**src/hdl/htt_pkg.sv**
```systemverilog
// ----------------------------------------------------------------------------
// htt_pkg
// Shared types and constants for the heading-to-target unit: field widths,
// register indexes, the CORDIC arctangent table and the item carried from
// the classifying front end to the arctangent pipeline.
// ----------------------------------------------------------------------------
`default_nettype none

package htt_pkg;

  localparam int POS_W       = 16;
  localparam int HEADING_W   = 18;
  localparam int CFG_IDX_W   = 2;
  localparam int CFG_DATA_W  = 16;

  localparam int ANGLE_FRAC_BITS_DEF = 8;

  localparam logic [CFG_IDX_W-1:0] REG_TARGET_X      = 2'd0;
  localparam logic [CFG_IDX_W-1:0] REG_TARGET_Y      = 2'd1;
  localparam logic [CFG_IDX_W-1:0] REG_ARRIVE_RADIUS = 2'd2;

  localparam logic [POS_W-1:0] TARGET_X_RST      = 16'd0;
  localparam logic [POS_W-1:0] TARGET_Y_RST      = 16'd0;
  localparam logic [POS_W-1:0] ARRIVE_RADIUS_RST = 16'd50;

  // CORDIC: 24 vectoring steps, angle in degrees with 24 fraction bits
  localparam int CORDIC_STEPS = 24;
  localparam int ACC_FRAC     = 24;
  localparam int PRESCALE     = 14;
  localparam int XY_W         = 34;
  localparam int Z_W          = 33;

  localparam logic signed [Z_W-1:0] ATAN_Q24 [CORDIC_STEPS] = '{
    754974720, 445687602, 235489088, 119537938, 60000934, 30029717,
    15018523, 7509720, 3754917, 1877466, 938734, 469367,
    234684, 117342, 58671, 29335, 14668, 7334,
    3667, 1833, 917, 458, 229, 115
  };

  localparam int QUEUE_DEPTH = 2;

  typedef struct packed {
    logic                 special;   // axis-aligned delta, heading is fixed
    logic                 negate;    // dx and dy share a sign
    logic                 add180;    // dy negative
    logic                 arrived;
    logic [HEADING_W-1:0] fixed_heading;
  } side_t;

  typedef struct packed {
    logic [POS_W-1:0] adx;
    logic [POS_W-1:0] ady;
    side_t            side;
  } item_t;

endpackage

`default_nettype wire

```
**src/hdl/htt_queue.sv**
```systemverilog
// ----------------------------------------------------------------------------
// htt_queue
// Two-entry queue between the front end and the arctangent pipeline, so
// either side can stall without holding up the other.
// ----------------------------------------------------------------------------
`default_nettype none

module htt_queue (
  input  wire logic           clk,
  input  wire logic           rst,
  input  wire logic           push_valid,
  output logic                push_ready,
  input  wire htt_pkg::item_t push_item,
  output logic                pop_valid,
  input  wire logic           pop_ready,
  output htt_pkg::item_t      pop_item
);
  import htt_pkg::*;

  item_t       entries [QUEUE_DEPTH];
  logic        wr_ptr;
  logic        rd_ptr;
  logic [1:0]  count;
  logic        do_push;
  logic        do_pop;

  assign push_ready = count != 2'(QUEUE_DEPTH);
  assign pop_valid  = count != 2'd0;
  assign pop_item   = entries[rd_ptr];
  assign do_push    = push_valid && push_ready;
  assign do_pop     = pop_valid && pop_ready;

  always_ff @(posedge clk) begin
    if (do_push) begin
      entries[wr_ptr] <= push_item;
    end
  end

  always_ff @(posedge clk) begin
    if (rst) begin
      wr_ptr <= 1'b0;
      rd_ptr <= 1'b0;
      count  <= 2'd0;
    end else begin
      if (do_push)
        wr_ptr <= !wr_ptr;
      if (do_pop)
        rd_ptr <= !rd_ptr;
      case ({do_push, do_pop})
        2'b10:   count <= count + 2'd1;
        2'b01:   count <= count - 2'd1;
        default: count <= count;
      endcase
    end
  end

endmodule

`default_nettype wire

```
**config.mk**
```make
export PLATFORM = sky130hd
export DESIGN_NAME = htt_queue
export DESIGN_NICKNAME = d
export VERILOG_FILES = /design/src/hdl/htt_pkg.sv /design/src/hdl/htt_queue.sv
export SDC_FILE = /design/constraint.sdc
export NUM_CORES = 1
export LEC_CHECK = 0
export ABC_CLOCK_PERIOD_IN_PS = 3600
export BUFFER_PORTS_ARGS = -buffer_cell sky130_fd_sc_hd__buf_2
export CAP_MARGIN = 10
export CORE_UTILIZATION = 50
export CTS_BUF_LIST = sky130_fd_sc_hd__clkbuf_8
export DETAILED_ROUTE_END_ITERATION = 8
export PLACE_DENSITY = 0.77
export SYNTH_ARGS = -nofsm -noshare
export SYNTH_HDL_FRONTEND = slang
export SYNTH_SLANG_ARGS = --single-unit
```
**constraint.sdc**
```tcl
create_clock -name clk -period 3.6 [get_ports clk]
set_clock_uncertainty 0.05 [all_clocks]
set_input_delay 0.18 -clock clk [delete_from_list [all_inputs] [get_ports clk]]
set_output_delay 0.18 -clock clk [all_outputs]
set_load 0.05 [all_outputs]
```
==> metrics <==
Post-Syn Instances=192; power consumption=4.60 mW; post-detailed-route wirelength per cell=15.2 um; global-route wire length before repair=11900 um; max-cap viol count=0; cell with the largest stage delay on the worst path=dfxtp_2; number of vias per cell after detailed routing=4.82; setup repair after global routing missed its margin=false; worst endpoint data arrival time=2.14 ns; Routed Wire Length=7510 um; antenna violations before repair=0; most used flip-flop cell after synthesis=edfxtp_1; number of setup violations in the final report=0; cell class contributing the biggest share of worst-path delay=flip-flops; proportion of synthesized chip area in sequential cells=81.5%; share of flip-flops with an asynchronous set or reset=0%; post-route ant nets=0; number of diodes added for antenna fixing=0; post-synthesis to final-layout area growth=40.5%; kind of end point of the critical path=output pin; longest individual stage delay on the worst path=0.76 ns; post-synthesis sequential element count=113; Final min period=2.37 ns; number of slew-limit violations in the final report=0; register area=3340 um2; largest voltage drop on the vdd net=0.556 mV; clk slew on worst S/H paths=0.06 ns; width of the chip=92.6 um; input/output buffers=113; net total in the final layout=437; run status=complete, no violations; clock network latency to the later pin of the worst-skew pair=0.41 ns; final worst path period share=65.8%; share of total power in the clock network=26.2%; root buffer cell=clkbuf_8; internal power consumption=2.89 mW; routed via count=2376; aggregate global routing overflow=0; Syn Nets=251; Initial DRT Pass Iterations=4; pin count of the biggest net entering global routing=36; number of global-route vias before repair=2531; vertical die dimension=92.6 um; Post-Place Worst Slack=1.45 ns; die area=8570 um2; share of the synthesized area in the top cell type=79.0%; pin slew with the least headroom to its limit=0.794 ns; classification of the worst-slack hold path=in2reg; Crit path required time=3.37 ns; maximum buffer depth of the clock tree=2; post-synthesis average cell area=21.4 um2; pwr/cell area=797 nW/um2; Crit Path Category=reg2out; filler-free cell count of the finished design=493; boundary pin count=114; number of DRC violations after detailed-routing iteration 0=72; DRC violation count after routing=0; total half-perimeter wirelength after legalization and detailed placement=4420 um; crit path cell chain=buf_4, mux2_2, buf_2; placer congestion estimate=0.696; combinational power share=35.5%; Buffers & Inverters on Critical Path=2; area of combinational cells with multiple inputs=728 um2; static power due to leakage=2.21 nW; sum of negative setup slack=0 ns; TritonCTS clock tree=done; fraction of power spent switching nets=37.1%; cts bufs inserted=17; clock tree sinks=113; count of standard-cell rows=32; count of final hold-check violations=0; Net Switching=1.71 mW; largest cells by area after synthesis=edfxtp_1 79%, mux2_2 15%, dfxtp_1 2.4%; number of flops mapped to enable cells by yosys=108; count of distinct cell types in the synthesized netlist=19; maximum clock frequency=0.422 GHz; number of cells in the design after placement=406; Max-slew headroom=47.0%; fraction of final layout cells sized beyond drive strength 1=52.4%; Yosys top cell by area=edfxtp_1; power share of the sequential group=38.3%; number of fill cells in the layout=501; cell area after synthesis=4100 um2; Initial Util=52.3%; type of origin of the critical path=flip-flop; crit path max fanout=28; number of H-tree levels=4; Total Routing Usage GR=19.2%; core outline area=7850 um2; post-CTS setup buffer count=0; number of gates resized after cts=0; total of warnings raised by yosys=0; final setup margin=1.23 ns
[state kept, by name, indices dropped and copies added, names as in the netlist, named ones only]
| name | flops |
|---|---|
| entries | 108 |
| count | 2 |
| rd_ptr | 1 |
| wr_ptr | 1 |
[synthesized netlist by cell type (all sizes together), types with 2 or more instances]
library cell	number
a21oi	2
buf	6
dfxtp	5
edfxtp	108
mux2	54
nor2	3
xnor2	2
[cell families (layout without fill, tap and decap cells)]
kind of cell | count (synthesis) | count (layout) | share of synthesized area, %
AND/OR/NAND/NOR | 9 | 9 | 1.16
multiplexers | 54 | 54 | 14.8
buffers and inverters | 7 | 206 | 0.823
AO/OA/AOI/OAI | 5 | 5 | 0.793
adder cells (fa/ha/maj) | 1 | 1 | 0.305
flip-flops | 113 | 113 | 81.5
XOR/XNOR | 3 | 3 | 0.640
[stage by stage]
stage	area (um2)	hold WS, ns	util, %
floorplan	4100	0.199	-
global placement	4810	0.319	61.3
detailed placement	4810	0.322	61.3
CTS	5770	0.0487	73.5
global route	5770	0.0877	73.5
finish	5770	0.0798	73.5
[layout make-up]
| class | count | area share (%) |
|---|---|---|
| multi-input cells | 72 | 12.6 |
| clock buffers | 17 | 4.06 |
| well taps | 102 | 2.21 |
| inverters | 1 | 0.0651 |
| flip-flops and latches | 113 | 58.0 |
| clock inverters | 15 | 3.04 |
| repair buffers | 173 | 20.0 |
[power groups by stage]
stage / Combinational, mW / Sequential [mW] / Clock [mW]
floorplan: 1.30 / 1.73 / 0
global placement: 1.57 / 1.78 / 0
detailed placement: 1.59 / 1.79 / 0
CTS: 1.64 / 1.76 / 1.23
global route: 1.71 / 1.79 / 1.27
finish: 1.63 / 1.76 / 1.20
[placed cells by master, fill, tap and decap left out, types with 3 or more instances in the layout]
master and n:
clkbuf_8 17, buf_2 113, mux2_2 54, bufinv_16 4, dfxtp_1 4, nor2_1 3, dlygate4sd3_1 55, buf_4 5
clkinv_2 5, edfxtp_1 108
[layer usage]
layer / track usage, % / vias to the layer above / part of all wire [%]
met5: 0 / - / 0
met1: 22.6 / 1147 / 41
met3: 5.99 / 9 / 4.8
met2: 32.5 / 94 / 53
li1: - / 1126 / -
met4: 8.07 / 0 / 1.0
[timing repair]
item | in CTS | in global routing
hold buffers | 55 | 0
setup endpoints to repair | 0 | 0
endpoints found under the hold margin | 113 | 0
[worst register-to-register path: cells and delay by family, from the launching register on]
kind	cells	cell delay [ns]
flops	1	0.42
buf+inv	1	0.49
simple gates	2	0.81
[worst paths after layout]
path                    from             end  slack, ns  cells after the start
hold / removal    push_valid          wr_ptr       0.08                      3
hold reg to reg       rd_ptr       flip-flop       0.49                      2
setup reg to reg    count[0]  entries[1][22]       1.47                      3
setup / recovery   flip-flop     pop_item[5]       1.23                      3
Power figures use the tool's default switching activity.
