**src/hdl/htt_pkg.sv**
```systemverilog
// ----------------------------------------------------------------------------
// htt_pkg
// Shared types and constants for the heading-to-target unit: field widths,
// register indexes, the CORDIC arctangent table and the item carried from
// the classifying front end to the arctangent pipeline.
// ----------------------------------------------------------------------------
`default_nettype none

package htt_pkg;

  localparam int POS_W       = 16;
  localparam int HEADING_W   = 18;
  localparam int CFG_IDX_W   = 2;
  localparam int CFG_DATA_W  = 16;

  localparam int ANGLE_FRAC_BITS_DEF = 8;

  localparam logic [CFG_IDX_W-1:0] REG_TARGET_X      = 2'd0;
  localparam logic [CFG_IDX_W-1:0] REG_TARGET_Y      = 2'd1;
  localparam logic [CFG_IDX_W-1:0] REG_ARRIVE_RADIUS = 2'd2;

  localparam logic [POS_W-1:0] TARGET_X_RST      = 16'd0;
  localparam logic [POS_W-1:0] TARGET_Y_RST      = 16'd0;
  localparam logic [POS_W-1:0] ARRIVE_RADIUS_RST = 16'd50;

  // CORDIC: 24 vectoring steps, angle in degrees with 24 fraction bits
  localparam int CORDIC_STEPS = 24;
  localparam int ACC_FRAC     = 24;
  localparam int PRESCALE     = 14;
  localparam int XY_W         = 34;
  localparam int Z_W          = 33;

  localparam logic signed [Z_W-1:0] ATAN_Q24 [CORDIC_STEPS] = '{
    754974720, 445687602, 235489088, 119537938, 60000934, 30029717,
    15018523, 7509720, 3754917, 1877466, 938734, 469367,
    234684, 117342, 58671, 29335, 14668, 7334,
    3667, 1833, 917, 458, 229, 115
  };

  localparam int QUEUE_DEPTH = 2;

  typedef struct packed {
    logic                 special;   // axis-aligned delta, heading is fixed
    logic                 negate;    // dx and dy share a sign
    logic                 add180;    // dy negative
    logic                 arrived;
    logic [HEADING_W-1:0] fixed_heading;
  } side_t;

  typedef struct packed {
    logic [POS_W-1:0] adx;
    logic [POS_W-1:0] ady;
    side_t            side;
  } item_t;

endpackage

`default_nettype wire

```
**src/hdl/htt_front.sv**
```systemverilog
// ----------------------------------------------------------------------------
// htt_front
// Holds the target and radius registers, takes position samples, forms the
// deltas and their magnitudes, flags arrival and classifies axis-aligned
// cases. One register stage feeds the queue.
// ----------------------------------------------------------------------------
`default_nettype none

module htt_front #(
  parameter int ANGLE_FRAC_BITS = htt_pkg::ANGLE_FRAC_BITS_DEF
) (
  input  wire logic                           clk,
  input  wire logic                           rst,
  input  wire logic                           cfg_we,
  input  wire logic [htt_pkg::CFG_IDX_W-1:0]  cfg_index,
  input  wire logic [htt_pkg::CFG_DATA_W-1:0] cfg_data,
  input  wire logic                           in_valid,
  output logic                                in_ready,
  input  wire logic signed [htt_pkg::POS_W-1:0] pos_x,
  input  wire logic signed [htt_pkg::POS_W-1:0] pos_y,
  output logic                                item_valid,
  input  wire logic                           item_ready,
  output htt_pkg::item_t                      item
);
  import htt_pkg::*;

  localparam int HW = ANGLE_FRAC_BITS + 18;
  localparam logic signed [HW-1:0] C90  = HW'(90) << ANGLE_FRAC_BITS;
  localparam logic signed [HW-1:0] C180 = HW'(180) << ANGLE_FRAC_BITS;

  logic signed [POS_W-1:0] goal_x;
  logic signed [POS_W-1:0] goal_y;
  logic [POS_W-1:0]        arrive_radius;

  logic signed [POS_W:0] dx;
  logic signed [POS_W:0] dy;
  logic [POS_W:0]        adx_full;
  logic [POS_W:0]        ady_full;
  logic signed [HW-1:0]  fix_wide;
  item_t                 item_next;

  always_ff @(posedge clk) begin
    if (rst) begin
      goal_x        <= TARGET_X_RST;
      goal_y        <= TARGET_Y_RST;
      arrive_radius <= ARRIVE_RADIUS_RST;
    end else if (cfg_we) begin
      case (cfg_index)
        REG_TARGET_X:      goal_x        <= cfg_data;
        REG_TARGET_Y:      goal_y        <= cfg_data;
        REG_ARRIVE_RADIUS: arrive_radius <= cfg_data;
        default: ;
      endcase
    end
  end

  always_comb begin
    dx       = {goal_x[POS_W-1], goal_x} - {pos_x[POS_W-1], pos_x};
    dy       = {goal_y[POS_W-1], goal_y} - {pos_y[POS_W-1], pos_y};
    adx_full = dx[POS_W] ? -dx : dx;
    ady_full = dy[POS_W] ? -dy : dy;

    fix_wide = '0;
    if (dy == '0) begin
      if (dx > 0)
        fix_wide = -C90;
      else if (dx < 0)
        fix_wide = C90;
    end else if (dx == '0) begin
      if (dy < 0)
        fix_wide = -C180;
    end

    item_next.adx                = adx_full[POS_W-1:0];
    item_next.ady                = ady_full[POS_W-1:0];
    item_next.side.special       = (dx == '0) || (dy == '0);
    item_next.side.negate        = (dx > 0) == (dy > 0);
    item_next.side.add180        = dy[POS_W];
    item_next.side.arrived       = (adx_full[POS_W-1:0] < arrive_radius) &&
                                   (ady_full[POS_W-1:0] < arrive_radius);
    item_next.side.fixed_heading = fix_wide[HEADING_W-1:0];
  end

  assign in_ready = !item_valid || item_ready;

  always_ff @(posedge clk) begin
    if (rst) begin
      item_valid <= 1'b0;
    end else if (in_ready) begin
      item_valid <= in_valid;
    end
  end

  always_ff @(posedge clk) begin
    if (in_valid && in_ready) begin
      item <= item_next;
    end
  end

endmodule

`default_nettype wire

```
**config.mk**
```make
export PLATFORM = sky130hd
export DESIGN_NAME = htt_front
export DESIGN_NICKNAME = d
export VERILOG_FILES = /design/src/hdl/htt_pkg.sv /design/src/hdl/htt_front.sv
export SDC_FILE = /design/constraint.sdc
export NUM_CORES = 1
export LEC_CHECK = 0
export BUFFER_PORTS_ARGS = -buffer_cell sky130_fd_sc_hd__buf_2
export CAP_MARGIN = 20
export CORE_ASPECT_RATIO = 0.8
export CORE_MARGIN = 1.5
export CORE_UTILIZATION = 57
export DETAILED_ROUTE_END_ITERATION = 16
export GPL_ROUTABILITY_DRIVEN = 0
export HOLD_SLACK_MARGIN = 0.06
export PLACE_DENSITY = 0.78
export SLEW_MARGIN = 20
export SYNTH_ARGS = -nofsm -noshare
export SYNTH_HDL_FRONTEND = slang
export SYNTH_SLANG_ARGS = --single-unit
```
**constraint.sdc**
```tcl
create_clock -name clk -period 4.8 [get_ports clk]
set_input_delay 0.48 -clock clk [delete_from_list [all_inputs] [get_ports clk]]
set_output_delay 0.48 -clock clk [all_outputs]
set_load 0.01 [all_outputs]
```
==> flow_metrics.tcl <==
set metrics [dict create \
    r2r_end "item[18]" \
    first_iter_violations 355 \
    avgSynthCellArea_um2 8.842 \
    synthToLayoutAreaGrowth_pct 14.34 \
    whs_endpoint "item_valid" \
    path_max_fanout 10 \
    cts_tree "yes" \
    antenna_left 0 \
    synth_area_leader_cell "edfxtp_1" \
    finClkSkew_ps 5.908 \
    synth-simple-area-share_pct 17.89 \
    dieWidth_um 122.1 \
    cts_root_buffer "clkbuf_16" \
    cp.required_ps 4990 \
    instances_no_fill 972 \
    finalSetupViolations 0 \
    synth-main-ff-cell "dfxtp_1" \
    nFillCells 917 \
    hold_viol 0 \
    period_share_pct 94.11 \
    timing.fmax_mhz 221.4 \
    row_count 34 \
    reg2regPathDepth 21 \
    drt-pass1-iter-count 6 \
    first_global_vias 5557 \
    synth_fa_ha_area_share_pct 13.01 \
    final_common_cell "nand2_1" \
    drive_gt1_share_pct 19.20 \
    grt_max_degree 50 \
    drc_errors 0 \
    synth-xor-area-share_pct 5.807 \
    placed_cells 956 \
    ir_worst_vdd_mv 0.2959 \
    nNetsFinal 944 \
    fin_hold_ws_ps 369.2 \
    synth-async-reset-ratio_pct 0 \
    reg2reg_slack_ps 280 \
    synth_top_area_share_pct 19.05 \
    antenna_found_initial 1 \
    die_h_um 98.25 \
    finalSetupTns_ps 0 \
    outcome "complete, no violations" \
    max_slew_margin_pct 31.30 \
    yosys-mux-area-fraction_pct 0.3291 \
    worstMarginPinSlew_ps 1031 \
    arrival_ps 4710 \
    dp_hpwl_mm 12.51 \
    cts_max_path_buffers 2 \
    place_area_um2 7038 \
    setup_slack_ps 282.8 \
    grt_overflow 0 \
    antenna_cells 0 \
    synthTopCellsByArea "edfxtp_1 19%, dfxtp_1 15%, ha_1 12%" \
    netlist-cell-type-count 89 \
    rr_startpoint "goal_x[0]" \
    powerDensity_nw_per_um2 321.9 \
    cp-end-kind "flop" \
    whs_path_depth 3 \
    ys_ff_latch 90 \
    num_io_pins 111 \
    vias 5712 \
    port_buffers 101 \
    hold_buffers 0 \
    place_ws_ps 65.11 \
    synth_compound_area_share_pct 22.24 \
    critical_path_class "reg -> reg" \
    hp-class "in -> reg" \
    wl_per_cell_um 16.75 \
    cts_buffers 9 \
    drv_slew 0 \
    wl_mm 16.28 \
    synthCells 731 \
    gr-usage-all-layers_pct 27.65 \
    synth_edf_count 41 \
    yosys_warnings 0 \
    htreeDepth 3 \
    grt_pass1_wl_mm 26.12 \
    initial_utilization_pct 58.89 \
    coreArea_um2 10980 \
    die_area_um2 11990 \
    syn_area_um2 6464 \
    clkLatencyLatePin_ps 350 \
    hold_start "in_valid" \
    ys_seq_area_share_pct 34.22 \
    fin_area_um2 7391 \
    via_per_inst 5.877 \
    final_cell_mix "109 x nand2_1, 101 x buf_2, 75 x a21oi_1" \
    cap_violations 0 \
    critPathLaunchType "flop" \
    final.min_clock_period_ps 4517 \
    cts_num_sinks 90 \
    p_leak_nw 3.233 \
    synth_top_family_by_area "compound AO/OA/AOI/OAI gates" \
    path_clk_slew_ps 60 \
]
[cells in the mapped netlist, drive strengths merged (6+ instances only)]
master / count
nand2: 109
a21oi: 77
ha: 64
inv: 60
dfxtp: 49
edfxtp: 41
nor2: 38
o21ai: 34
xnor2: 27
a21o: 18
buf: 18
clkbuf: 16
xor2: 15
o21a: 13
and3: 9
or3: 9
and2: 8
nand3: 8
nand4: 8
nor3: 8
a211oi: 7
nand3b: 6
[power by group]
part           switching [mW]  internal, mW
clock network           0.300         0.521
logic                   0.386         0.267
registers              0.0239         0.881
[area by class of cell]
cell class / count / area, um2 / share of cell area, %
Multi-Input combinational cell: 554 / 3875 / 52.43
Sequential cell: 90 / 2212 / 29.93
Timing Repair Buffer: 107 / 550.5 / 7.449
Clock buffer: 11 / 242.7 / 3.284
Inverter: 61 / 229.0 / 3.098
Tap cell: 144 / 180.2 / 2.438
Clock inverter: 5 / 101.3 / 1.371
[cells by family (layout without fill, tap and decap cells)]
family                   count (synthesis)  count (layout)
XOR/XNOR                                42              42
AND/OR/NAND/NOR                        229             229
flip-flops                              90              90
adder cells (fa/ha/maj)                 66              66
buffers and inverters                   95             184
AO/OA/AOI/OAI                          206             206
other                                    1               9
multiplexers                             2               2
[registers in the layout (all words and copies together) (netlist names)]
signal / flops
goal_x: 16
item_valid: 1
item: 41
goal_y: 16
arrive_radius: 16
[stage by stage]
stage               utilization (%)  total power, mW
finish                        67.34            2.379
global route                  67.34            2.492
CTS                           67.26            2.374
detailed placement            64.12            1.558
global placement              64.12            1.530
floorplan                         -            1.372
[repair_timing]
item,CTS,global route
buffers inserted,0,0
gates resized for setup,0,2
endpoints found under the setup margin,0,1
[worst max-delay path, stage by stage (launching register included)]
cell and delay [ps]:
dfxtp_1 320, inv_1 60, ha_1 150, inv_1 50
fa_1 410, a21o_1 220, a311o_1 460, a211oi_2 220
o21ai_1 120, a211oi_2 300, mux2_2 330, nand2_1 70
o21ai_0 120, ha_1 280, a21boi_0 130, o21a_1 180
o21a_1 160, o21a_1 160, o21a_1 170, o21ai_0 170
a21oi_1 100, nor3_1 180
[per-layer routing]
metal | vias to the layer above | part of all wire [%] | track usage (%)
li1 | 2781 | - | -
met1 | 2674 | 45 | 35.95
met2 | 213 | 46 | 45.76
met3 | 42 | 6.7 | 6.484
met4 | 2 | 2.5 | 8.408
met5 | - | 0.049 | 0
[how the worst max path moves through the flow]
stage,startpoint,endpoint,slack [ps],cells after the start
after floorplan,pos_y[0],item[18],640,19
after global placement,pos_x[0],item[18],200,18
after detailed placement,pos_y[0],item[18],70,17
after CTS,goal_x[0],item[18],240,18
after global routing,goal_x[0],item[18],-20,18
final,goal_x[0],item[18],280,21
Note: power is estimated with default switching activity, not from simulation.
